`config.mk`:
```
export PLATFORM = sky130hd
export DESIGN_NAME = keyboard_scancode_to_keycode_core
export DESIGN_NICKNAME = d
export VERILOG_FILES = /design/src/rtl/kst_pkg.sv /design/src/rtl/keyboard_scancode_to_keycode_core.sv /design/src/rtl/kst_ram.sv /design/src/rtl/kst_tables.sv /design/src/rtl/kst_xlate.sv
export SDC_FILE = /design/constraint.sdc
export NUM_CORES = 2
export LEC_CHECK = 0
export CAP_MARGIN = 25
export CORE_ASPECT_RATIO = 0.6
export CORE_UTILIZATION = 40
export CTS_CLUSTER_DIAMETER = 80
export DETAILED_ROUTE_END_ITERATION = 16
export DONT_BUFFER_PORTS = 1
export GPL_TIMING_DRIVEN = 0
export PLACE_DENSITY = 0.54
export RECOVER_POWER = 50
export SLEW_MARGIN = 40
export SYNTH_ARGS = -nofsm -noshare
export SYNTH_HDL_FRONTEND = slang
export SYNTH_SLANG_ARGS = --single-unit
```
`constraint.sdc`:
```
create_clock -name clk -period 5.87 [get_ports clk]
set_clock_uncertainty 0.1 [all_clocks]
set_input_delay 1.761 -clock clk [delete_from_list [all_inputs] [get_ports clk]]
set_output_delay 1.761 -clock clk [all_outputs]
set_load 0.1 [all_outputs]
```
`src/rtl/kst_pkg.sv`:
```
// Shared types, codes and default keymaps for the set-1 scancode translator.
// Used by every module of the block except kst_ram; depends on nothing.

package kst_pkg;

    localparam int FIRST_HIGH_CODE = 89;
    localparam int ESC_DEPTH       = 128;

    localparam logic [7:0] SC_E0    = 8'hE0;
    localparam logic [7:0] SC_E1    = 8'hE1;
    localparam logic [7:0] SC_1D    = 8'h1D;
    localparam logic [7:0] SC_45    = 8'h45;
    localparam logic [7:0] SC_LSHFT = 8'h2A;
    localparam logic [7:0] SC_RSHFT = 8'h36;

    localparam logic [6:0] PAUSE_KEY = 7'd119;

    typedef enum logic [1:0] {
        REQ_XLATE = 2'd0,
        REQ_WRITE = 2'd1,
        REQ_READ  = 2'd2,
        REQ_BAD   = 2'd3
    } req_t;

    typedef enum logic [1:0] {
        ST_VALID    = 2'd0,
        ST_CONSUMED = 2'd1,
        ST_UNKNOWN  = 2'd2,
        ST_INVALID  = 2'd3
    } status_t;

    typedef enum logic [1:0] {
        PS_NONE  = 2'd0,
        PS_E0    = 2'd1,
        PS_E1    = 2'd2,
        PS_E1_1D = 2'd3
    } prefix_t;

    // table access issued at the input handshake
    typedef struct packed {
        logic       rd_en;
        logic       hi_we;
        logic       esc_we;
        logic [6:0] code;
        logic [6:0] wdata;
    } tbl_req_t;

    // item held in the input register
    typedef struct packed {
        req_t       req;
        logic [7:0] scancode;
        logic       nk_bad;
    } item_t;

    typedef struct packed {
        status_t    status;
        logic [6:0] keycode;
    } res_t;

    // unprefixed keymap, indexed by scancode
    function automatic logic [6:0] high_default(input logic [6:0] code);
        logic [6:0] kc;
        kc = 7'd0;
        unique case (code)
            7'h59:   kc = 7'd124;
            7'h5A:   kc = 7'd125;
            7'h5B:   kc = 7'd126;
            7'h5C:   kc = 7'd127;
            7'h6D:   kc = 7'd122;
            7'h6F:   kc = 7'd123;
            7'h73:   kc = 7'd89;
            7'h74:   kc = 7'd120;
            7'h77:   kc = 7'd90;
            7'h78:   kc = 7'd91;
            7'h79:   kc = 7'd92;
            7'h7A:   kc = 7'd93;
            7'h7B:   kc = 7'd94;
            7'h7C:   kc = 7'd95;
            7'h7D:   kc = 7'd124;
            7'h7E:   kc = 7'd121;
            default: kc = 7'd0;
        endcase
        return kc;
    endfunction

    // E0 keymap
    function automatic logic [6:0] esc_default(input logic [6:0] code);
        logic [6:0] kc;
        kc = 7'd0;
        unique case (code)
            7'h1C:   kc = 7'd96;
            7'h1D:   kc = 7'd97;
            7'h35:   kc = 7'd98;
            7'h37:   kc = 7'd99;
            7'h38:   kc = 7'd100;
            7'h3D:   kc = 7'd113;
            7'h3E:   kc = 7'd114;
            7'h3F:   kc = 7'd115;
            7'h40:   kc = 7'd116;
            7'h41:   kc = 7'd117;
            7'h46:   kc = 7'd101;
            7'h47:   kc = 7'd102;
            7'h48:   kc = 7'd103;
            7'h49:   kc = 7'd104;
            7'h4B:   kc = 7'd105;
            7'h4C:   kc = 7'd124;
            7'h4D:   kc = 7'd106;
            7'h4E:   kc = 7'd118;
            7'h4F:   kc = 7'd107;
            7'h50:   kc = 7'd108;
            7'h51:   kc = 7'd109;
            7'h52:   kc = 7'd110;
            7'h53:   kc = 7'd111;
            7'h5B:   kc = 7'd125;
            7'h5C:   kc = 7'd126;
            7'h5D:   kc = 7'd127;
            7'h6F:   kc = 7'd112;
            default: kc = 7'd0;
        endcase
        return kc;
    endfunction

endpackage

```
`src/rtl/keyboard_scancode_to_keycode_core.sv`:
```
// Top level of the set-1 scancode translator: handshakes, input and result
// registers. Depends on kst_pkg, kst_tables, kst_xlate.

// Takes one item per clock when the output is not stalled and returns exactly
// one result item for each, in order. Acceptance reads both keymap RAMs into
// the input register stage; the E0/E1 prefix logic then runs into the result
// register. Table writes land at the input handshake, so a read or translate
// right behind a write sees the new entry. Both keymaps come out of reset with
// their default contents at once (per-entry written flags, no clearing pass).
module keyboard_scancode_to_keycode_core #(
    parameter int FIRST_HIGH_CODE = kst_pkg::FIRST_HIGH_CODE
) (
    input  logic        clk,
    input  logic        rst_n,
    input  logic        s_axis_tvalid,
    output logic        s_axis_tready,
    input  logic [15:0] s_axis_tdata,  // scancode[7:0], new_keycode[15:8]
    input  logic [1:0]  s_axis_tuser,  // req_type[1:0]
    output logic        m_axis_tvalid,
    input  logic        m_axis_tready,
    output logic [7:0]  m_axis_tdata,  // keycode_out[6:0], zero pad[7]
    output logic [1:0]  m_axis_tuser   // status[1:0]
);

    localparam logic [6:0] FHC7 = 7'(FIRST_HIGH_CODE);

    logic              accept;
    logic              advance;
    logic              s1_valid_reg;
    kst_pkg::item_t    s1_item_reg;
    logic              m_valid_reg;
    kst_pkg::res_t     m_res_reg;
    kst_pkg::res_t     result;
    kst_pkg::tbl_req_t tbl_req;
    kst_pkg::req_t     req_in;
    logic [7:0]        sc_in;
    logic [7:0]        nk_in;
    logic              addr_ok;
    logic              wr_ok;
    logic [6:0]        hi_entry;
    logic [6:0]        esc_entry;

    assign req_in  = kst_pkg::req_t'(s_axis_tuser);
    assign sc_in   = s_axis_tdata[7:0];
    assign nk_in   = s_axis_tdata[15:8];

    assign advance       = s1_valid_reg && (!m_valid_reg || m_axis_tready);
    assign s_axis_tready = !s1_valid_reg || advance;
    assign accept        = s_axis_tvalid && s_axis_tready;

    assign addr_ok = sc_in[7] || (sc_in[6:0] >= FHC7);
    assign wr_ok   = accept && (req_in == kst_pkg::REQ_WRITE) && addr_ok && !nk_in[7];

    always_comb
    begin
        tbl_req.rd_en  = accept;
        tbl_req.hi_we  = wr_ok && !sc_in[7];
        tbl_req.esc_we = wr_ok && sc_in[7];
        tbl_req.code   = sc_in[6:0];
        tbl_req.wdata  = nk_in[6:0];
    end

    kst_tables #(
        .FIRST_HIGH_CODE (FIRST_HIGH_CODE)
    ) u_tables (
        .clk       (clk),
        .rst_n     (rst_n),
        .req       (tbl_req),
        .held_code (s1_item_reg.scancode[6:0]),
        .hi_entry  (hi_entry),
        .esc_entry (esc_entry)
    );

    kst_xlate #(
        .FIRST_HIGH_CODE (FIRST_HIGH_CODE)
    ) u_xlate (
        .clk       (clk),
        .rst_n     (rst_n),
        .advance   (advance),
        .item      (s1_item_reg),
        .hi_entry  (hi_entry),
        .esc_entry (esc_entry),
        .result    (result)
    );

    always_ff @(posedge clk or negedge rst_n)
    begin
        if (!rst_n)
        begin
            s1_valid_reg <= 1'b0;
            m_valid_reg  <= 1'b0;
        end
        else
        begin
            if (s_axis_tready)
            begin
                s1_valid_reg <= s_axis_tvalid;
            end
            if (!m_valid_reg || m_axis_tready)
            begin
                m_valid_reg <= s1_valid_reg;
            end
        end
    end

    always_ff @(posedge clk)
    begin
        if (accept)
        begin
            s1_item_reg.req      <= req_in;
            s1_item_reg.scancode <= sc_in;
            s1_item_reg.nk_bad   <= nk_in[7];
        end
        if (advance)
        begin
            m_res_reg <= result;
        end
    end

    assign m_axis_tvalid = m_valid_reg;
    assign m_axis_tdata  = {1'b0, m_res_reg.keycode};
    assign m_axis_tuser  = m_res_reg.status;

endmodule

```
`src/rtl/kst_ram.sv`:
```
// Generic single-write, single-read RAM with registered read data.
// No dependencies.

module kst_ram #(
    parameter int WIDTH = 7,
    parameter int DEPTH = 128,
    parameter int AW    = (DEPTH > 1) ? $clog2(DEPTH) : 1
) (
    input  logic             clk,
    input  logic             we,
    input  logic [AW-1:0]    waddr,
    input  logic [WIDTH-1:0] wdata,
    input  logic             re,
    input  logic [AW-1:0]    raddr,
    output logic [WIDTH-1:0] rdata
);

    logic [WIDTH-1:0] mem_reg [DEPTH];
    logic [WIDTH-1:0] rdata_reg;

    always_ff @(posedge clk)
    begin
        if (we)
        begin
            mem_reg[waddr] <= wdata;
        end
        if (re)
        begin
            rdata_reg <= mem_reg[raddr];
        end
    end

    assign rdata = rdata_reg;

endmodule

```
`src/rtl/kst_tables.sv`:
```
// High-code and E0 keymap tables: two RAMs plus per-entry written flags, so an
// entry never written reads as its default. Depends on kst_pkg and kst_ram.

module kst_tables #(
    parameter int FIRST_HIGH_CODE = kst_pkg::FIRST_HIGH_CODE
) (
    input  logic              clk,
    input  logic              rst_n,
    input  kst_pkg::tbl_req_t req,
    input  logic [6:0]        held_code,
    output logic [6:0]        hi_entry,
    output logic [6:0]        esc_entry
);

    localparam int HIGH_DEPTH = 128 - FIRST_HIGH_CODE;
    localparam int HAW        = (HIGH_DEPTH > 1) ? $clog2(HIGH_DEPTH) : 1;
    localparam logic [6:0] FHC7 = 7'(FIRST_HIGH_CODE);

    logic [HAW-1:0]        hi_addr;
    logic [6:0]            hi_rdata;
    logic [6:0]            esc_rdata;
    logic [HIGH_DEPTH-1:0] hi_vld_reg;
    logic [kst_pkg::ESC_DEPTH-1:0] esc_vld_reg;
    logic                  hi_hit_reg;
    logic                  esc_hit_reg;
    logic [6:0]            hi_off;

    // codes below the first high code never use the result, point them at 0
    assign hi_off  = req.code - FHC7;
    assign hi_addr = (req.code >= FHC7) ? hi_off[HAW-1:0] : '0;

    kst_ram #(
        .WIDTH (7),
        .DEPTH (HIGH_DEPTH)
    ) u_hi_ram (
        .clk   (clk),
        .we    (req.hi_we),
        .waddr (hi_addr),
        .wdata (req.wdata),
        .re    (req.rd_en),
        .raddr (hi_addr),
        .rdata (hi_rdata)
    );

    kst_ram #(
        .WIDTH (7),
        .DEPTH (kst_pkg::ESC_DEPTH)
    ) u_esc_ram (
        .clk   (clk),
        .we    (req.esc_we),
        .waddr (req.code),
        .wdata (req.wdata),
        .re    (req.rd_en),
        .raddr (req.code),
        .rdata (esc_rdata)
    );

    always_ff @(posedge clk or negedge rst_n)
    begin
        if (!rst_n)
        begin
            hi_vld_reg  <= '0;
            esc_vld_reg <= '0;
            hi_hit_reg  <= 1'b0;
            esc_hit_reg <= 1'b0;
        end
        else
        begin
            if (req.hi_we)
            begin
                hi_vld_reg[hi_addr] <= 1'b1;
            end
            if (req.esc_we)
            begin
                esc_vld_reg[req.code] <= 1'b1;
            end
            if (req.rd_en)
            begin
                hi_hit_reg  <= hi_vld_reg[hi_addr];
                esc_hit_reg <= esc_vld_reg[req.code];
            end
        end
    end

    assign hi_entry  = hi_hit_reg  ? hi_rdata  : kst_pkg::high_default(held_code);
    assign esc_entry = esc_hit_reg ? esc_rdata : kst_pkg::esc_default(held_code);

endmodule

```
`src/rtl/kst_xlate.sv`:
```
// Prefix state machine and result decode for the item in the input register.
// Depends on kst_pkg.

module kst_xlate #(
    parameter int FIRST_HIGH_CODE = kst_pkg::FIRST_HIGH_CODE
) (
    input  logic           clk,
    input  logic           rst_n,
    input  logic           advance,
    input  kst_pkg::item_t item,
    input  logic [6:0]     hi_entry,
    input  logic [6:0]     esc_entry,
    output kst_pkg::res_t  result
);

    localparam logic [6:0] FHC7 = 7'(FIRST_HIGH_CODE);

    kst_pkg::prefix_t prefix_reg;
    kst_pkg::prefix_t prefix_next;
    logic [7:0]       sc;
    logic             sc_low;

    assign sc     = item.scancode;
    assign sc_low = !sc[7] && (sc[6:0] < FHC7);

    always_comb
    begin
        prefix_next = prefix_reg;
        if (item.req == kst_pkg::REQ_XLATE)
        begin
            priority if (sc == kst_pkg::SC_E0)
            begin
                prefix_next = kst_pkg::PS_E0;
            end
            else if (sc == kst_pkg::SC_E1)
            begin
                prefix_next = kst_pkg::PS_E1;
            end
            else if (prefix_reg == kst_pkg::PS_E1 && sc == kst_pkg::SC_1D)
            begin
                prefix_next = kst_pkg::PS_E1_1D;
            end
            else
            begin
                prefix_next = kst_pkg::PS_NONE;
            end
        end
    end

    always_comb
    begin
        result.status  = kst_pkg::ST_INVALID;
        result.keycode = 7'd0;
        unique case (item.req)
            kst_pkg::REQ_XLATE:
            begin
                priority if (sc == kst_pkg::SC_E0 || sc == kst_pkg::SC_E1)
                begin
                    result.status = kst_pkg::ST_CONSUMED;
                end
                else if (prefix_reg == kst_pkg::PS_E1)
                begin
                    result.status = (sc == kst_pkg::SC_1D) ? kst_pkg::ST_CONSUMED
                                                           : kst_pkg::ST_UNKNOWN;
                end
                else if (prefix_reg == kst_pkg::PS_E1_1D)
                begin
                    if (sc == kst_pkg::SC_45)
                    begin
                        result.status  = kst_pkg::ST_VALID;
                        result.keycode = kst_pkg::PAUSE_KEY;
                    end
                    else
                    begin
                        result.status = kst_pkg::ST_UNKNOWN;
                    end
                end
                else if (prefix_reg == kst_pkg::PS_E0)
                begin
                    // fake shift make codes (2A, 36) after E0 are swallowed
                    if (sc == kst_pkg::SC_LSHFT || sc == kst_pkg::SC_RSHFT)
                    begin
                        result.status = kst_pkg::ST_CONSUMED;
                    end
                    else if (!sc[7] && esc_entry != 7'd0)
                    begin
                        result.status  = kst_pkg::ST_VALID;
                        result.keycode = esc_entry;
                    end
                    else
                    begin
                        result.status = kst_pkg::ST_UNKNOWN;
                    end
                end
                else if (sc_low)
                begin
                    result.status  = kst_pkg::ST_VALID;
                    result.keycode = sc[6:0];
                end
                else if (!sc[7] && hi_entry != 7'd0)
                begin
                    result.status  = kst_pkg::ST_VALID;
                    result.keycode = hi_entry;
                end
                else
                begin
                    result.status = kst_pkg::ST_UNKNOWN;
                end
            end
            kst_pkg::REQ_WRITE:
            begin
                result.status = (sc_low || item.nk_bad) ? kst_pkg::ST_INVALID
                                                        : kst_pkg::ST_CONSUMED;
            end
            kst_pkg::REQ_READ:
            begin
                if (!sc_low)
                begin
                    result.status  = kst_pkg::ST_VALID;
                    result.keycode = sc[7] ? esc_entry : hi_entry;
                end
            end
            kst_pkg::REQ_BAD:
            begin
                result.status = kst_pkg::ST_INVALID;
            end
            default:
            begin
                result.status = kst_pkg::ST_INVALID;
            end
        endcase
    end

    always_ff @(posedge clk or negedge rst_n)
    begin
        if (!rst_n)
        begin
            prefix_reg <= kst_pkg::PS_NONE;
        end
        else if (advance)
        begin
            prefix_reg <= prefix_next;
        end
    end

endmodule

```
==> impl_metrics.prom <==
# TYPE chip_impl_metric gauge
chip_impl_metric{name="synthToLayoutAreaGrowth",unit="%"} 15.2
chip_impl_metric{name="met2_wirelength",unit="um"} 84100
chip_impl_metric{name="highest_attainable_clock_frequency",unit="GHz"} 0.163
chip_impl_info{name="worstSetupPathType",value="in -> reg"} 1
chip_impl_metric{name="detail_route.vias_per_cell",unit=""} 6.77
chip_impl_info{name="synth_top_flop_cell",value="sky130_fd_sc_hd__edfxtp_1"} 1
chip_impl_metric{name="utilization",unit=""} 0.467
chip_impl_metric{name="clock_sink_count",unit=""} 1382
chip_impl_metric{name="max-slew-margin-rel",unit=""} 0.242
chip_impl_info{name="r2r_start",value="m_axis_tvalid"} 1
chip_impl_metric{name="buffer_levels_on_the_longest_clock_path",unit=""} 3
chip_impl_metric{name="cap_viol_max_count",unit=""} 0
chip_impl_metric{name="synthCells",unit=""} 3352
chip_impl_metric{name="fp.dieArea",unit="sq um"} 136000
chip_impl_metric{name="grt_max_degree",unit=""} 174
chip_impl_metric{name="worst_slew_pin_slew",unit="ns"} 1.14
chip_impl_metric{name="cp.required",unit="ns"} 6.30
chip_impl_metric{name="core_area",unit="sq um"} 132000
chip_impl_metric{name="floorplan.die.width",unit="um"} 475
chip_impl_metric{name="grt.overflow.total",unit=""} 0
chip_impl_metric{name="async_reset_ff_frac",unit=""} 0.125
chip_impl_metric{name="routedLengthMet1",unit="um"} 98900
chip_impl_metric{name="setup.reg_to_reg.worst_slack",unit="ns"} 0.82
chip_impl_metric{name="p_leak",unit="uW"} 0.0206
chip_impl_metric{name="ys.warnings.count",unit=""} 0
chip_impl_info{name="critPathLaunch",value="s_axis_tdata[0]"} 1
chip_impl_info{name="violations_in_the_final_reports",value="negative setup slack"} 1
chip_impl_metric{name="dpl_worst_slack",unit="ns"} -2.08
chip_impl_info{name="crit_path_end_kind",value="flop"} 1
chip_impl_info{name="topRoutingLayerUsed",value="met5"} 1
chip_impl_metric{name="final-max-slew-violation-count",unit=""} 0
chip_impl_metric{name="drc",unit=""} 0
chip_impl_metric{name="fp-row-count",unit=""} 103
chip_impl_metric{name="num-nets-final",unit=""} 3557
chip_impl_info{name="rsz0062_at_grt",value="no"} 1
chip_impl_metric{name="drive_above_1_share",unit=""} 0.245
chip_impl_metric{name="clkSlewWorstSetupHoldPaths",unit="ns"} 0.06
chip_impl_metric{name="reg2regPathDepth",unit=""} 12
chip_impl_metric{name="grt_antenna_before_repair",unit=""} 36
chip_impl_metric{name="detail-route-antenna-nets",unit=""} 0
chip_impl_metric{name="detailroute.via_count",unit=""} 36800
chip_impl_metric{name="register_bit_count_reported_by_yosys",unit=""} 1382
chip_impl_metric{name="detailedPlacementHpwl",unit="um"} 156000
chip_impl_metric{name="synth_area",unit="sq um"} 53600
chip_impl_metric{name="worst_slack_on_hold_paths",unit="ns"} 0.357
chip_impl_metric{name="floorplan.initialDensity",unit=""} 0.406
chip_impl_metric{name="total_routed_length",unit="um"} 233000
chip_impl_info{name="outcome",value="finished with violations"} 1
chip_impl_info{name="start_kind",value="input pin"} 1
chip_impl_metric{name="syn_nets",unit=""} 3385
chip_impl_metric{name="port_buffers",unit=""} 0
chip_impl_metric{name="vdd_drop_max",unit="uV"} 217
chip_impl_metric{name="met3_wirelength",unit="um"} 42700
chip_impl_metric{name="min_period_over_period",unit=""} 1.05
chip_impl_metric{name="post-route-min-period",unit="ns"} 6.14
chip_impl_metric{name="cts_made_buffers",unit=""} 130
chip_impl_metric{name="layout_setup_ws",unit="ns"} -0.274
chip_impl_metric{name="post_synth.cell_area_avg",unit="sq um"} 16.0
chip_impl_metric{name="timing_hold_violations_final",unit=""} 0
chip_impl_metric{name="synth.yosys.seq_area_share",unit=""} 0.756
chip_impl_metric{name="power.density",unit="nW/um^2"} 336
chip_impl_metric{name="clkLatencyLatePin",unit="ns"} 0.79
chip_impl_metric{name="first_pass_iters",unit=""} 7
chip_impl_info{name="root_buffer",value="sky130_fd_sc_hd__clkbuf_16"} 1
chip_impl_metric{name="largest_fanout_of_any_net_on_the_critical_path",unit=""} 10
chip_impl_info{name="hold_path_class",value="reg -> reg"} 1
chip_impl_metric{name="avgRoutedWirePerCell",unit="um"} 42.8
chip_impl_metric{name="power",unit="uW"} 20800
chip_impl_info{name="endpoint",value="u_tables.u_esc_ram.rdata[1]"} 1
chip_impl_metric{name="h-tree-depth",unit=""} 4
chip_impl_metric{name="number_of_flip_flops_in_the_largest_register",unit=""} 896
chip_impl_metric{name="first_global_vias",unit=""} 32800
chip_impl_metric{name="synth_enable_flop_cells",unit=""} 1203
chip_impl_metric{name="detailedRoute.firstIterationViolations",unit=""} 7631
chip_impl_metric{name="setup_violations",unit=""} 12
chip_impl_metric{name="globalRouteTotalUtil",unit=""} 0.341
chip_impl_metric{name="routabilityCongestion",unit=""} 1.04
chip_impl_metric{name="grt_pass1_wl",unit="um"} 306000
chip_impl_metric{name="synth_cell_types",unit=""} 85
chip_impl_metric{name="top_level_ports",unit=""} 34
chip_impl_metric{name="arrival_time_at_the_worst_endpoint",unit="ns"} 6.57
chip_impl_metric{name="die-height",unit="um"} 286
chip_impl_info{name="tritoncts",value="built"} 1
[power by group]
group | total (uW) | internal, uW | switching [uW] | leakage (uW)
Combinational | 1390 | 346 | 1050 | 0.00529
Sequential | 10800 | 10700 | 70.0 | 0.0133
Clock | 8600 | 4680 | 3920 | 0.00207
Total | 20800 | 15800 | 5040 | 0.0206
[kinds of logic (layout without fill, tap and decap cells)]
logic type / after synthesis / count (layout) / synth area share
fa+ha+maj: 11 / 11 / 0.00257
other cells: 1 / 15 / 0.0000699
simple gates: 694 / 694 / 0.0661
mux: 139 / 139 / 0.0293
xor+xnor: 6 / 6 / 0.000980
flops: 1382 / 1382 / 0.756
compound gates: 892 / 892 / 0.125
buf+inv: 227 / 509 / 0.0192
[through the flow]
stage	cell area (sq um)	setup TNS, ns	std cells
2_1_floorplan	53600	0	3352
3_3_place_gp	55900	-1507.53	5137
3_5_place_dp	57000	-534.16	5164
4_1_cts	61500	0	5413
5_1_grt	61800	0	5419
6_report	61800	-0.736	5433
[synthesized netlist by cell type, drive strengths merged, types with 17 or more instances]
cell type	instances	share of area
a21oi	81	0.0076
nand3	51	0.0055
nand4	29	0.0034
a222oi	46	0.0086
a21o	17	0.0024
or2	154	0.018
a31oi	77	0.0090
nand2	110	0.0077
a22o	78	0.013
nor2	225	0.016
mux2	94	0.020
o211ai	21	0.0030
o21ai	64	0.0060
a22oi	276	0.039
nor4	22	0.0028
mux2i	40	0.0075
clkbuf	70	0.0049
dfrtp	173	0.081
buf	141	0.013
a221oi	121	0.020
nor3	35	0.0035
edfxtp	1203	0.67
[repair_timing]
action | CTS | global route
setup endpoints to repair | 324 | 272
buffers inserted | 7 | 6
pin swaps | 7 | 6
hold buffers | 0 | 0
resized for setup | 71 | 25
[cell usage in the layout, fill, tap and decap left out, types with 78 or more instances in the layout]
cell type and count:
sky130_fd_sc_hd__a221oi_1 118, sky130_fd_sc_hd__a22o_1 78, sky130_fd_sc_hd__a22oi_1 274, sky130_fd_sc_hd__buf_2 113, sky130_fd_sc_hd__clkbuf_16 133, sky130_fd_sc_hd__dfrtp_1 172, sky130_fd_sc_hd__edfxtp_1 1203, sky130_fd_sc_hd__mux2_2 94
sky130_fd_sc_hd__nand2_1 104, sky130_fd_sc_hd__nor2_2 132, sky130_fd_sc_hd__or2_2 143
[worst max-delay path, stage by stage]
cell and delay, ns:
sky130_fd_sc_hd__buf_4 0.18, sky130_fd_sc_hd__nor3b_4 0.54, sky130_fd_sc_hd__buf_2 0.64, sky130_fd_sc_hd__buf_2 0.70
sky130_fd_sc_hd__buf_4 0.52, sky130_fd_sc_hd__buf_2 0.64, sky130_fd_sc_hd__a22oi_1 0.18, sky130_fd_sc_hd__nand4_1 0.26
sky130_fd_sc_hd__o2111ai_1 0.47, sky130_fd_sc_hd__nand4b_1 0.55
[routing by layer]
metal | vias up | track usage
met5 | - | 0
met4 | 30 | 0.0980
met3 | 423 | 0.186
met2 | 3229 | 0.403
met1 | 19100 | 0.517
li1 | 13900 | -
[how the worst min path moves through the flow]
stage	startpoint	endpoint	slack, ns	depth (start not counted)
floorplan	u_tables.esc_vld_reg[109]	u_tables.esc_vld_reg[109]	0.32	1
global placement	u_tables.esc_vld_reg[110]	u_tables.esc_vld_reg[110]	0.34	1
detailed placement	u_tables.esc_vld_reg[110]	u_tables.esc_vld_reg[110]	0.34	1
CTS	u_tables.esc_vld_reg[110]	u_tables.esc_vld_reg[110]	0.36	1
global route	u_tables.esc_vld_reg[110]	u_tables.esc_vld_reg[110]	0.37	1
finish	u_tables.esc_vld_reg[110]	u_tables.esc_vld_reg[110]	0.36	1
[area by class of cell]
cell class                      count  area (sq um)
Fill cell                       11500         70400
Sequential cell                  1382         40600
Multi-Input combinational cell   1743         12800
Clock buffer                      186          3730
Tap cell                         1785          2230
Buffer                            210          1100
Timing Repair Buffer               41           758
Clock inverter                     56           469
Inverter                           16          65.1
Antenna cell                       14          35.0
Power figures use the tool's default switching activity.
